[src/hdl/saw_pkg.sv]
package saw_pkg;

   // Packet store geometry.
   localparam int BUFFER_DEPTH = 512;
   localparam int ADDR_W       = $clog2(BUFFER_DEPTH);
   localparam int LEN_W        = $clog2(BUFFER_DEPTH + 1);

   // Field widths.
   localparam int MODE_W    = 2;
   localparam int BYTE_W    = 8;
   localparam int LOAD_IDX_W = 9;
   localparam int PKT_LEN_W = 10;
   localparam int TIMER_W   = 16;
   localparam int EVENT_W   = 2;
   localparam int CSR_IDX_W = 2;
   localparam int CSR_DATA_W = 16;

   // Item modes.
   localparam logic [MODE_W-1:0] MODE_LOAD    = 2'd0;
   localparam logic [MODE_W-1:0] MODE_START   = 2'd1;
   localparam logic [MODE_W-1:0] MODE_SERVICE = 2'd2;
   localparam logic [MODE_W-1:0] MODE_TICK    = 2'd3;

   // Result events.
   localparam logic [EVENT_W-1:0] EV_NONE    = 2'd0;
   localparam logic [EVENT_W-1:0] EV_ACK     = 2'd1;
   localparam logic [EVENT_W-1:0] EV_TIMEOUT = 2'd2;
   localparam logic [EVENT_W-1:0] EV_RESEND  = 2'd3;

   // Register indexes.
   localparam logic [CSR_IDX_W-1:0] CSR_PACKET_LEN    = 2'd0;
   localparam logic [CSR_IDX_W-1:0] CSR_REPLY_TIMEOUT = 2'd1;
   localparam logic [CSR_IDX_W-1:0] CSR_ACK_BYTE      = 2'd2;
   localparam logic [CSR_IDX_W-1:0] CSR_DEBUG_MODE    = 2'd3;

   // Reset values of the registers.
   localparam logic [PKT_LEN_W-1:0] PACKET_LEN_RST    = 10'd1;
   localparam logic [TIMER_W-1:0]   REPLY_TIMEOUT_RST = 16'd1000;
   localparam logic [BYTE_W-1:0]    ACK_BYTE_RST      = 8'd6;

   // Status of the modulo unit as seen by the top level.
   typedef struct packed {
      logic             busy;
      logic [LEN_W-1:0] rem;
   } mod_status_type;

   // Packet length as used by the sender: zero acts as one, and a length
   // beyond the store acts as the store depth.
   function automatic logic [LEN_W-1:0] effective_len(input logic [PKT_LEN_W-1:0] n);
      logic [LEN_W-1:0] r;
      if (n == '0) begin
         r = LEN_W'(1);
      end else if (int'(n) > BUFFER_DEPTH) begin
         r = LEN_W'(BUFFER_DEPTH);
      end else begin
         r = LEN_W'(n);
      end
      return r;
   endfunction

endpackage

[src/hdl/saw_mod.sv]
// Restoring modulo, one quotient bit per cycle. Started by a pulse; the
// divisor must hold steady until busy drops.
module saw_mod (
   input  logic                      clock,
   input  logic                      reset,
   input  logic                      start,
   input  logic [saw_pkg::LEN_W-1:0] dividend,
   input  logic [saw_pkg::LEN_W-1:0] divisor,
   output saw_pkg::mod_status_type   status
);

   localparam int CNT_W = $clog2(saw_pkg::LEN_W + 1);

   logic [CNT_W-1:0]          cnt_ff, cnt_in;
   logic [saw_pkg::LEN_W-1:0] dvd_ff, dvd_in;
   logic [saw_pkg::LEN_W-1:0] rem_ff, rem_in;
   logic [saw_pkg::LEN_W:0]   trial;

   always_comb begin
      cnt_in = cnt_ff;
      dvd_in = dvd_ff;
      rem_in = rem_ff;
      trial  = {rem_ff, dvd_ff[saw_pkg::LEN_W-1]};
      if (start) begin
         cnt_in = CNT_W'(saw_pkg::LEN_W);
         dvd_in = dividend;
         rem_in = '0;
      end else if (cnt_ff != '0) begin
         cnt_in = cnt_ff - CNT_W'(1);
         dvd_in = {dvd_ff[saw_pkg::LEN_W-2:0], 1'b0};
         if (trial >= {1'b0, divisor}) begin
            rem_in = saw_pkg::LEN_W'(trial - {1'b0, divisor});
         end else begin
            rem_in = trial[saw_pkg::LEN_W-1:0];
         end
      end
   end

   always_ff @(posedge clock) begin
      if (reset) begin
         cnt_ff <= '0;
      end else begin
         cnt_ff <= cnt_in;
      end
      dvd_ff <= dvd_in;
      rem_ff <= rem_in;
   end

   assign status.busy = (cnt_ff != '0);
   assign status.rem  = rem_ff;

endmodule

[config.mk]
export PLATFORM = sky130hd
export DESIGN_NAME = saw_mod
export DESIGN_NICKNAME = d
export VERILOG_FILES = /design/src/hdl/saw_pkg.sv /design/src/hdl/saw_mod.sv
export SDC_FILE = /design/constraint.sdc
export NUM_CORES = 1
export LEC_CHECK = 0
export ABC_AREA = 0
export BUFFER_PORTS_ARGS = -buffer_cell sky130_fd_sc_hd__buf_2
export CORE_ASPECT_RATIO = 1.4
export CORE_MARGIN = 3
export CORE_UTILIZATION = 48
export DETAILED_ROUTE_END_ITERATION = 8
export GPL_TIMING_DRIVEN = 0
export PLACE_DENSITY_LB_ADDON = 0.05
export SYNTH_ARGS = -nofsm -noshare
export SYNTH_HDL_FRONTEND = slang
export SYNTH_SLANG_ARGS = --single-unit
export TNS_END_PERCENT = 30
[constraint.sdc]
create_clock -name clock -period 2.3 [get_ports clock]
set_input_delay 0.69 -clock clock [delete_from_list [all_inputs] [get_ports clock]]
set_output_delay 0.69 -clock clock [all_outputs]
set_load 0.03 [all_outputs]
==> results of run 1 <==
## worst paths after layout
check | slack [ns] | to | depth (start not counted) | start
max reg2reg | 0.14 | rem_ff[6]$_SDFFE_PP0P_ | 10 | dvd_ff[9]$_DFFE_PP_
min reg2reg | 0.50 | cnt_ff[0]$_SDFFE_PP0P_ | 1 | cnt_ff[0]$_SDFFE_PP0P_
min | 0.50 | cnt_ff[0]$_SDFFE_PP0P_ | 1 | cnt_ff[0]$_SDFFE_PP0P_
max | 0.05 | rem_ff[0]$_SDFFE_PP0P_ | 10 | divisor[4]
## cells in the mapped netlist, types with 2 or more instances
cell / count
mux2i_1: 7
nor2_1: 13
a21oi_1: 10
nand2b_1: 3
a21o_1: 2
dfxtp_1: 14
o21ai_1: 2
ha_1: 10
xnor2_1: 4
a21oi_2: 2
o21ai_0: 6
edfxtp_1: 10
a211oi_1: 6
nand2_1: 8
or3_1: 3
xor2_1: 2
nand3_1: 2
mux2_2: 9
nor3_1: 4
clkbuf_1: 3
inv_1: 13
## logic make-up after synthesis
family | share of synthesized area
flip-flops | 0.385
XOR/XNOR | 0.0348
buffers and inverters | 0.0497
AND/OR/NAND/NOR | 0.148
adder cells (fa/ha/maj) | 0.0962
AO/OA/AOI/OAI | 0.163
multiplexers | 0.124
## flip-flops by register name, indices dropped and copies added, names as in the netlist
name and count:
cnt_ff 4, dvd_ff 10, rem_ff 10
## layer usage
| layer | wire length [µm] | up-vias |
|---|---|---|
| li1 | - | 640 |
| met1 | 1380 | 612 |
| met2 | 1890 | 27 |
| met3 | 146 | 9 |
| met4 | 87 | 0 |
| met5 | 0 | - |
## layout make-up
| cell class | count | area [µm²] |
|---|---|---|
| Buffer | 4 | 43.8 |
| Clock buffer | 4 | 45.0 |
| Fill cell | 260 | 993 |
| Inverter | 13 | 48.8 |
| Multi-Input combinational cell | 113 | 955 |
| Sequential cell | 24 | 582 |
| Tap cell | 37 | 46.3 |
| Timing Repair Buffer | 38 | 221 |
## metrics by stage
step | cells | setup TNS, ns | setup slack (ns) | util
floorplan | 155 | 0 | 0.000837 | -
global placement | 225 | -0.860 | -0.217 | 0.612
detailed placement | 225 | -1.21 | -0.241 | 0.612
CTS | 229 | 0 | 0.0247 | 0.639
global route | 233 | -0.253 | -0.0883 | 0.662
finish | 233 | 0 | 0.0450 | 0.662
## power breakdown
group	total (mW)	switching, mW	internal (mW)	leakage, nW
clock	0.259	0.135	0.124	0.0228
combinational	0.673	0.345	0.328	0.590
sequential	0.558	0.0496	0.508	0.220
## what timing repair did
action,4_1_cts,5_1_grt
endpoints found under the hold margin,0,0
setup buffers,1,4
setup endpoints to repair,1,5
gates resized for setup,8,5
pin swaps,1,1
==> impl_metrics.csv, run 1 <==
group,metric,value,unit
final_layout,layout_common_cells,"buf_2 (32), nor2_1 (13), inv_1 (13), dfxtp_1 (13), edfxtp_1 (10)",
sta,slew_headroom,0.629,
worst_setup_path,path_cells,"buf_2, inv_1, ha_4, nand4_1, nor3_2, nand2_1, a41oi_2, buf_6, mux2_4, a211oi_2",
final_layout,nets,231,
die,io-pin-count,34,
min_path,hp-class,"reg2reg",
clock_tree,cts.sinks,24,
logic_synthesis,yosysSeqAreaShare,0.385,
logic_synthesis,syn_nets,189,
grt,antenna_found_initial,0,
sta,rsz0062_at_grt,"yes",
power,ir_worst_vdd,0.000430,V
final_layout,drive_gt1_frac,0.367,
sta,fmax,443,MHz
logic_synthesis,synth_area_leaders,"edfxtp_1 (20%), dfxtp_1 (19%), ha_1 (8.3%)",
detailed_routing,antenna_left,0,
worst_setup_path,startpoint_type,"primary input",
final_layout,design_area,1940,µm²
grt,grt_max_degree,14,
sta,min_period_over_period,0.980,
logic_synthesis,synthArstFlopShare,0,
worst_setup_path,critPathMaxStageDelay,0.30,ns
worst_setup_path,critPathBufInv,3,
grt,grt_pass1_vias,1263,
logic_synthesis,ys_warn_count,0,
logic_synthesis,synth_edf_count,10,
clock_tree,cts_max_level,1,
worst_setup_path,crit_path_end_kind,"flop",
run,cap_violations,0,
worst_setup_path,cp_top_family,"compound AO/OA/AOI/OAI gates",
logic_synthesis,synth_area_per_cell,9.74,µm²
logic_synthesis,yosysTopAreaCell,"edfxtp_1",
sta,timing.hold.ws,0.499,ns
grt,grt_pass1_wl,5640,µm
sta,hold_viol_final,0,
detailed_routing,dr.pass1.iters,4,
grt,grt_use_total,0.195,
power,power.density,767,nW/µm²
sta,setup_viol,0,
logic_synthesis,syn_area,1510,µm²
die,die-area,3860,µm²
worst_setup_path,crit_type,"in2reg",
power,p_leak,0.832,nW
final_layout,n_antenna_cell,0,
grt,grt_use_met2,0.348,
grt,top_usage_layer,"met2",
status,status,"finished, final reports clean",
die,fp-row-count,23,
placed_design,place_area,1800,µm²
detailed_routing,wirelength,3500,µm
clock_tree,root_buffer,"clkbuf_8",
sta,worst_slew_pin_slew,0.556,ns
worst_setup_path,worstPathRequired,2.49,ns
logic_synthesis,synth_cell_types,43,
detailed_routing,drt-wirelength-per-cell,15.0,µm
worst_setup_path,crit_slowest_cell,"ha_4",
clock_tree,worstSkewPairLatency,0.27,ns
clock_tree,clk_pin_slew_worst_paths,0.08,ns
detailed_routing,vias,1288,
sta,finClkSkew,0.00199,ns
placed_design,portBuffers,33,
worst_setup_path,arrival,2.45,ns
grt,grt_overflow,0,
clock_tree,numCtsBuffers,3,
die,design.core.area,2940,µm²
placed_design,dp_hpwl,2610,µm
sta,final.min_clock_period,2.25,ns
sta,maxSlewViolCount,0,
detailed_routing,drc,0,
logic_synthesis,synth_top_area_share,0.199,
clock_tree,cts_buffer_depth,2,
grt,grt_use_met3,0.0267,
clock_tree,cts_tree,"yes",
logic_synthesis,synth_seq_cells,24,
power,fin_total_pwr,1.49,mW
die,start_util,0.514,
die,dieHeight,72.3,µm
detailed_routing,viasPerCell,5.53,
die,die_w,53.4,µm
logic_synthesis,synth-main-ff-cell,"dfxtp_1",
worst_setup_path,worstPathMaxFanout,7,
detailed_routing,drt_iter0_drc,11,
final_layout,areaGrowthSynthToFinish,28.7,%
placed_design,gp_congestion,0.893,
logic_synthesis,postSynthCellCount,155,
grt,grt_util_met1,0.224,
clock_tree,ctsHoldBuffers,0,
final_layout,final_common_cell,"buf_2",
Note: power is estimated with default switching activity, not from simulation.
==> inputs of run 2 (changes only) <==
ABC_CLOCK_PERIOD_IN_PS = 2300   (was default)
CORE_UTILIZATION = 50   (was 48)
CTS_BUF_LIST = sky130_fd_sc_hd__clkbuf_2 sky130_fd_sc_hd__clkbuf_4 sky130_fd_sc_hd__clkbuf_8   (was default)
==> run 2 against run 1 <==
  * Critical path depth is 6 lower
  * Non-clock buffer count stayed put
  * Setup slack gained 0.0037 ns
  * First-iteration DRC count rose by 55%
  * Global-route usage shrank 1.3 points
  * Via count fell by 1.7%
  * Clock skew up 0.0031 ns
  * Largest power group unchanged
  * Fmax increased by 0.16%
  * Critical path type is now reg2out
  * Flip-flop and latch count unchanged
  * Critical endpoint is now status[10]
  * Worst hold slack got worse by 0.0073 ns
==> impl_metrics.csv, run 2 (synthesis results as in run 1) <==
group,metric,value,unit
status,status,"finished, final reports clean",
final_layout,n_antenna_cell,0,
power,sw_frac_of_total,0.352,
power,p_int,937,µW
power,ir_worst_vdd,0.000446,V
sta,fmax,444,MHz
grt,grt_overflow,0,
power,power_frac_seq,0.385,
die,io-pin-count,34,
power,power.net_switching,510,µW
worst_setup_path,cp_top_family,"simple AND/OR/NAND/NOR gates",
final_layout,top_regs,"dvd_ff: 10 flops, rem_ff: 10 flops, cnt_ff: 4 flops",
clock_tree,clk_pin_slew_worst_paths,0.08,ns
final_layout,drive_gt1_frac,0.378,
power,power.density,752,nW/µm²
detailed_routing,viasPerCell,5.43,
grt,grt_max_degree,14,
die,fp-row-count,23,
sta,setup_viol,0,
worst_setup_path,crit_slowest_cell,"or3_4",
worst_setup_path,worstPathMaxFanout,10,
worst_setup_path,path_cells,"or3_4, or2_4, clkbuf_8, buf_6",
worst_setup_path,rr_startpoint,"dvd_ff[9]$_DFFE_PP_",
grt,grt_use_total,0.182,
placed_design,place_ws,-0.235,ns
sta,timing.hold.ws,0.492,ns
placed_design,dp_hpwl,2490,µm
sta,rsz0062_at_grt,"yes",
detailed_routing,wirelength,3240,µm
worst_setup_path,rr_worst_depth,10,
die,start_util,0.524,
detailed_routing,drt-wirelength-per-cell,13.9,µm
sta,maxSlewViolCount,0,
detailed_routing,drc,0,
sta,final.min_clock_period,2.25,ns
placed_design,portBuffers,33,
grt,antenna_found_initial,0,
worst_setup_path,worstSetupEndpoint,"status[10]",
worst_setup_path,critPathBufInv,2,
sta,slew_headroom,0.639,
clock_tree,cts_max_level,1,
min_path,hp-class,"reg2reg",
final_layout,final_common_cell,"buf_2",
clock_tree,cts_buffer_depth,2,
sta,setup_ws,0.0487,ns
final_layout,fin_util,0.668,
worst_setup_path,crit_path_start,"cnt_ff[2]$_SDFFE_PP0P_",
worst_setup_path,worstPathRequired,1.61,ns
worst_setup_path,r2r_slack,0.15,ns
worst_setup_path,critPathMaxStageDelay,0.39,ns
clock_tree,worstSkewPairLatency,0.26,ns
die,design.core.area,2880,µm²
sta,min_period_over_period,0.979,
run,cap_violations,0,
die,die_w,52.4,µm
final_layout,layout_common_cells,"buf_2 (32), nor2_1 (13), inv_1 (13), dfxtp_1 (13), edfxtp_1 (10)",
sta,hold_viol_final,0,
power,p_leak,0.817,nW
final_layout,fillers,236,
final_layout,nets,231,
power,pwr-share-comb,0.449,
clock_tree,numCtsBuffers,3,
placed_design,gp_congestion,0.768,
grt,grt_pass1_wl,5330,µm
worst_setup_path,cp.depth,4,
clock_tree,cts_tree,"yes",
grt,grt_pass1_vias,1306,
clock_tree,root_buffer,"clkbuf_8",
final_layout,areaGrowthSynthToFinish,27.4,%
die,dieHeight,71,µm
detailed_routing,vias,1266,
detailed_routing,antenna_left,0,
detailed_routing,drt_iter0_drc,17,
die,die-area,3720,µm²
worst_setup_path,crit_type,"reg2out",
power,clkPwrFrac,0.166,
detailed_routing,dr.pass1.iters,5,
worst_setup_path,arrival,1.56,ns
worst_setup_path,r2r-end,"rem_ff[6]$_SDFFE_PP0P_",
sta,finClkSkew,0.00505,ns
worst_setup_path,startpoint_type,"flop",
clock_tree,cts.sinks,24,
sta,worst_slew_pin_slew,0.542,ns
worst_setup_path,crit_path_end_kind,"primary output",
[run 2: repair_timing]
item                                    4_1_cts  5_1_grt
hold buffers                                  0        0
endpoints found under the setup margin        1        3
buffers inserted                              1        4
pin swaps                                     1        1
resized for setup                             5        8
[run 2: power by group through the flow]
stage          clock network (mW)  registers (mW)  logic [mW]
6_report                    0.240           0.556       0.650
4_1_cts                     0.248           0.558       0.602
2_1_floorplan                   0           0.616       0.404
3_5_place_dp                    0           0.568       0.588
5_1_grt                     0.265           0.566       0.713
3_3_place_gp                    0           0.564       0.573
[run 2: area by class of cell]
| type | count | area (µm²) | share of cell area |
|---|---|---|---|
| Multi-Input combinational cell | 113 | 960 | 0.499 |
| Sequential cell | 24 | 582 | 0.303 |
| Timing Repair Buffer | 38 | 209 | 0.109 |
| Inverter | 13 | 48.8 | 0.0254 |
| Tap cell | 37 | 46.3 | 0.0241 |
| Clock buffer | 3 | 41.3 | 0.0215 |
| Buffer | 4 | 32.5 | 0.0169 |
| Clock inverter | 1 | 3.75 | 0.00195 |
[run 2: worst min-delay path by stage]
stage / startpoint / endpoint / slack, ns / depth (start not counted)
2_1_floorplan: cnt_ff[0]$_SDFFE_PP0P_ / cnt_ff[0]$_SDFFE_PP0P_ / 0.45 / 1
4_1_cts: rem_ff[8]$_SDFFE_PP0P_ / rem_ff[8]$_SDFFE_PP0P_ / 0.50 / 2
3_5_place_dp: rem_ff[8]$_SDFFE_PP0P_ / rem_ff[8]$_SDFFE_PP0P_ / 0.49 / 2
6_report: rem_ff[8]$_SDFFE_PP0P_ / rem_ff[8]$_SDFFE_PP0P_ / 0.49 / 2
5_1_grt: cnt_ff[0]$_SDFFE_PP0P_ / cnt_ff[0]$_SDFFE_PP0P_ / 0.53 / 1
3_3_place_gp: rem_ff[8]$_SDFFE_PP0P_ / rem_ff[8]$_SDFFE_PP0P_ / 0.47 / 2
[run 2: per-stage QoR]
| step | instances | power (mW) | TNS [ns] | cell area, µm² |
|---|---|---|---|---|
| after global routing | 233 | 1.54 | -0.0424 | 1920 |
| after floorplan | 155 | 1.02 | 0 | 1580 |
| after detailed placement | 225 | 1.16 | -1.02 | 1800 |
| after global placement | 225 | 1.14 | -0.876 | 1800 |
| final | 233 | 1.45 | 0 | 1920 |
| after CTS | 229 | 1.41 | 0 | 1860 |
[run 2: tightest hold or removal path: stages (launching register included)]
cell,delay (ns)
dfxtp_1,0.34
nand2_1,0.06
o21ai_1,0.05
[run 2: routing by layer]
layer | up-vias | share of wire | track usage | wire length, µm
met2 | 31 | 0.51 | 0.340 | 1650
met5 | - | 0 | 0 | 0
met3 | 10 | 0.048 | 0.0274 | 154
li1 | 642 | - | - | -
met4 | 0 | 0.021 | 0.0767 | 68
met1 | 583 | 0.42 | 0.194 | 1370
==> inputs of run 3 (changes only) <==
ABC_CLOCK_PERIOD_IN_PS = 2880   (was 2300)
CORE_UTILIZATION = 55   (was 50)
clock period = 2.88 ns   (was 2.3 ns; I/O delays follow)
==> run 3 against run 2 <==
  * Design area shrank 8.0%
  * Register-to-register slack better by 0.53 ns
  * Clock-buffer cell count is the same
  * Sequential power down 21%
  * First-iteration DRC count increased by 140%
  * Flip-flop and latch count unchanged
  * Critical endpoint unchanged
  * Highest routed layer unchanged
==> impl_metrics.csv, run 3 (synthesis results as in run 1) <==
group,metric,value,unit
sta,setup_viol,0,
power,ir_worst_vdd,0.000335,V
die,design.core.area,2500,µm²
placed_design,dp.cells,222,
worst_setup_path,path_cells,"or3_1, or2_1, clkbuf_4, buf_2",
grt,grt_pass1_wl,5390,µm
grt,grt_use_total,0.208,
final_layout,n_antenna_cell,0,
clock_tree,cts_max_level,1,
detailed_routing,wirelength,3190,µm
final_layout,top_regs,"dvd_ff: 10 flops, rem_ff: 10 flops, cnt_ff: 4 flops",
detailed_routing,viasPerCell,5.64,
status,status,"finished, final reports clean",
grt,grt_use_met3,0.0327,
grt,antenna_found_initial,0,
placed_design,place_ws,0.110,ns
final_layout,nets,226,
sta,rsz0062_at_grt,"no",
power,power.net_switching,398,µW
sta,final.min_clock_period,2.72,ns
die,die-area,3420,µm²
final_layout,final_cells,225,
final_layout,register_area,581,µm²
sta,setup_ws,0.164,ns
clock_tree,post_cts_buffers,0,
power,pwr-share-comb,0.394,
min_path,hp-class,"reg2reg",
clock_tree,root_buffer,"clkbuf_4",
die,io-pin-count,34,
final_layout,layout_common_cells,"buf_2 (33), dfxtp_1 (14), nor2_1 (13), inv_1 (13)",
worst_setup_path,worstPathRequired,2.02,ns
power,p_int,736,µW
detailed_routing,dr.pass1.iters,5,
final_layout,multiInputGateArea,853,µm²
detailed_routing,drc,0,
sta,hold_viol_final,0,
final_layout,fin_util,0.709,
sta,finClkSkew,0.00445,ns
sta,worst_slew_pin_slew,0.525,ns
power,power.density,641,nW/µm²
die,fp-row-count,21,
placed_design,dp_hpwl,2470,µm
clock_tree,cts.sinks,24,
grt,grt_max_degree,15,
power,clkPwrFrac,0.219,
detailed_routing,vias,1269,
final_layout,fillers,215,
worst_setup_path,startpoint_type,"flop",
worst_setup_path,crit_type,"reg2out",
sta,maxSlewViolCount,0,
grt,top_usage_layer,"met2",
clock_tree,cts_tree,"yes",
final_layout,drive_gt1_frac,0.298,
grt,grt_util_met1,0.233,
grt,grt_overflow,0,
grt,grt_use_met2,0.384,
detailed_routing,antenna_left,0,
clock_tree,cts_buffer_depth,2,
worst_setup_path,arrival,1.85,ns
grt,grt_pass1_vias,1213,
power,p_leak,0.789,nW
power,power_frac_seq,0.387,
power,fin_total_pwr,1.13,mW
placed_design,gp_congestion,0.818,
die,die_w,50.3,µm
worst_setup_path,worstPathMaxFanout,10,
run,cap_violations,0,
sta,fmax,368,MHz
worst_setup_path,crit_path_end_kind,"primary output",
clock_tree,numCtsBuffers,3,
worst_setup_path,crit_slowest_cell,"or3_1",
final_layout,areaGrowthSynthToFinish,17.2,%
die,dieHeight,68.0,µm
detailed_routing,drt_iter0_drc,40,
die,start_util,0.605,
sta,min_period_over_period,0.943,
placed_design,portBuffers,33,
clock_tree,clk_pin_slew_worst_paths,0.13,ns
clock_tree,worstSkewPairLatency,0.32,ns
detailed_routing,drt-wirelength-per-cell,14.2,µm
sta,slew_headroom,0.650,
final_layout,final_common_cell,"buf_2",
worst_setup_path,critPathMaxStageDelay,0.38,ns
clock_tree,ctsHoldBuffers,0,
power,sw_frac_of_total,0.351,
sta,fin_setup_tns,0,ns
run 3: cell count changes in the layout (fill, tap and decap cells not counted), moves of 4 or more:
cell | previous run | this run
buf_4 | 5 | 0
clkbuf_4 | 0 | 4
clkbuf_8 | 4 | 0
ha_4 | 6 | 0
ha_1 | 4 | 10
run 3: timing repair:
item / CTS / global route
endpoints found under the hold margin: 0 / 0
cloned: 0 / 0
setup endpoints to repair: 1 / 1
gates resized for setup: 1 / 2
run 3: final timing paths:
| check | cells past startpoint | slack, ns | from | endpoint |
|---|---|---|---|---|
| setup reg to reg | 8 | 0.68 | rem_ff[3]$_SDFFE_PP0P_ | rem_ff[0]$_SDFFE_PP0P_ |
| setup / recovery | 4 | 0.16 | cnt_ff[2]$_SDFFE_PP0P_ | status[10] |
| hold / removal | 2 | 0.50 | rem_ff[8]$_SDFFE_PP0P_ | rem_ff[8]$_SDFFE_PP0P_ |
| hold reg to reg | 2 | 0.50 | rem_ff[8]$_SDFFE_PP0P_ | rem_ff[8]$_SDFFE_PP0P_ |
run 3: critical path: cells and delay by family (launching register included):
family                 cells  cell delay [ns]
and+or+nand+nor            2             0.73
buffers and inverters      2             0.45
DFF                        1             0.35
run 3: power groups by stage:
| stage | clock [mW] | sequential (mW) | combinational (mW) |
|---|---|---|---|
| after floorplan | 0 | 0.486 | 0.298 |
| after global placement | 0 | 0.443 | 0.428 |
| after CTS | 0.254 | 0.439 | 0.446 |
| final | 0.248 | 0.438 | 0.447 |
| after global routing | 0.268 | 0.446 | 0.492 |
| after detailed placement | 0 | 0.447 | 0.442 |
run 3: final cells by class:
class / count / share of cell area
flip-flops and latches: 24 / 0.328
repair buffers: 33 / 0.0934
inverters: 13 / 0.0276
clock inverters: 1 / 0.0170
clock buffers: 3 / 0.0127
multi-input cells: 113 / 0.482
plain buffers: 4 / 0.0149
well taps: 34 / 0.0240
run 3: per-stage QoR:
step	hold slack [ns]	area, µm²
detailed placement	0.489	1720
finish	0.504	1770
global route	0.532	1770
floorplan	0.452	1510
global placement	0.475	1720
CTS	0.500	1770
run 3: routing by layer:
metal,vias to the layer above,share of wire
li1,635,-
met3,5,0.050
met4,0,0.012
met5,-,0
met1,585,0.42
met2,44,0.52
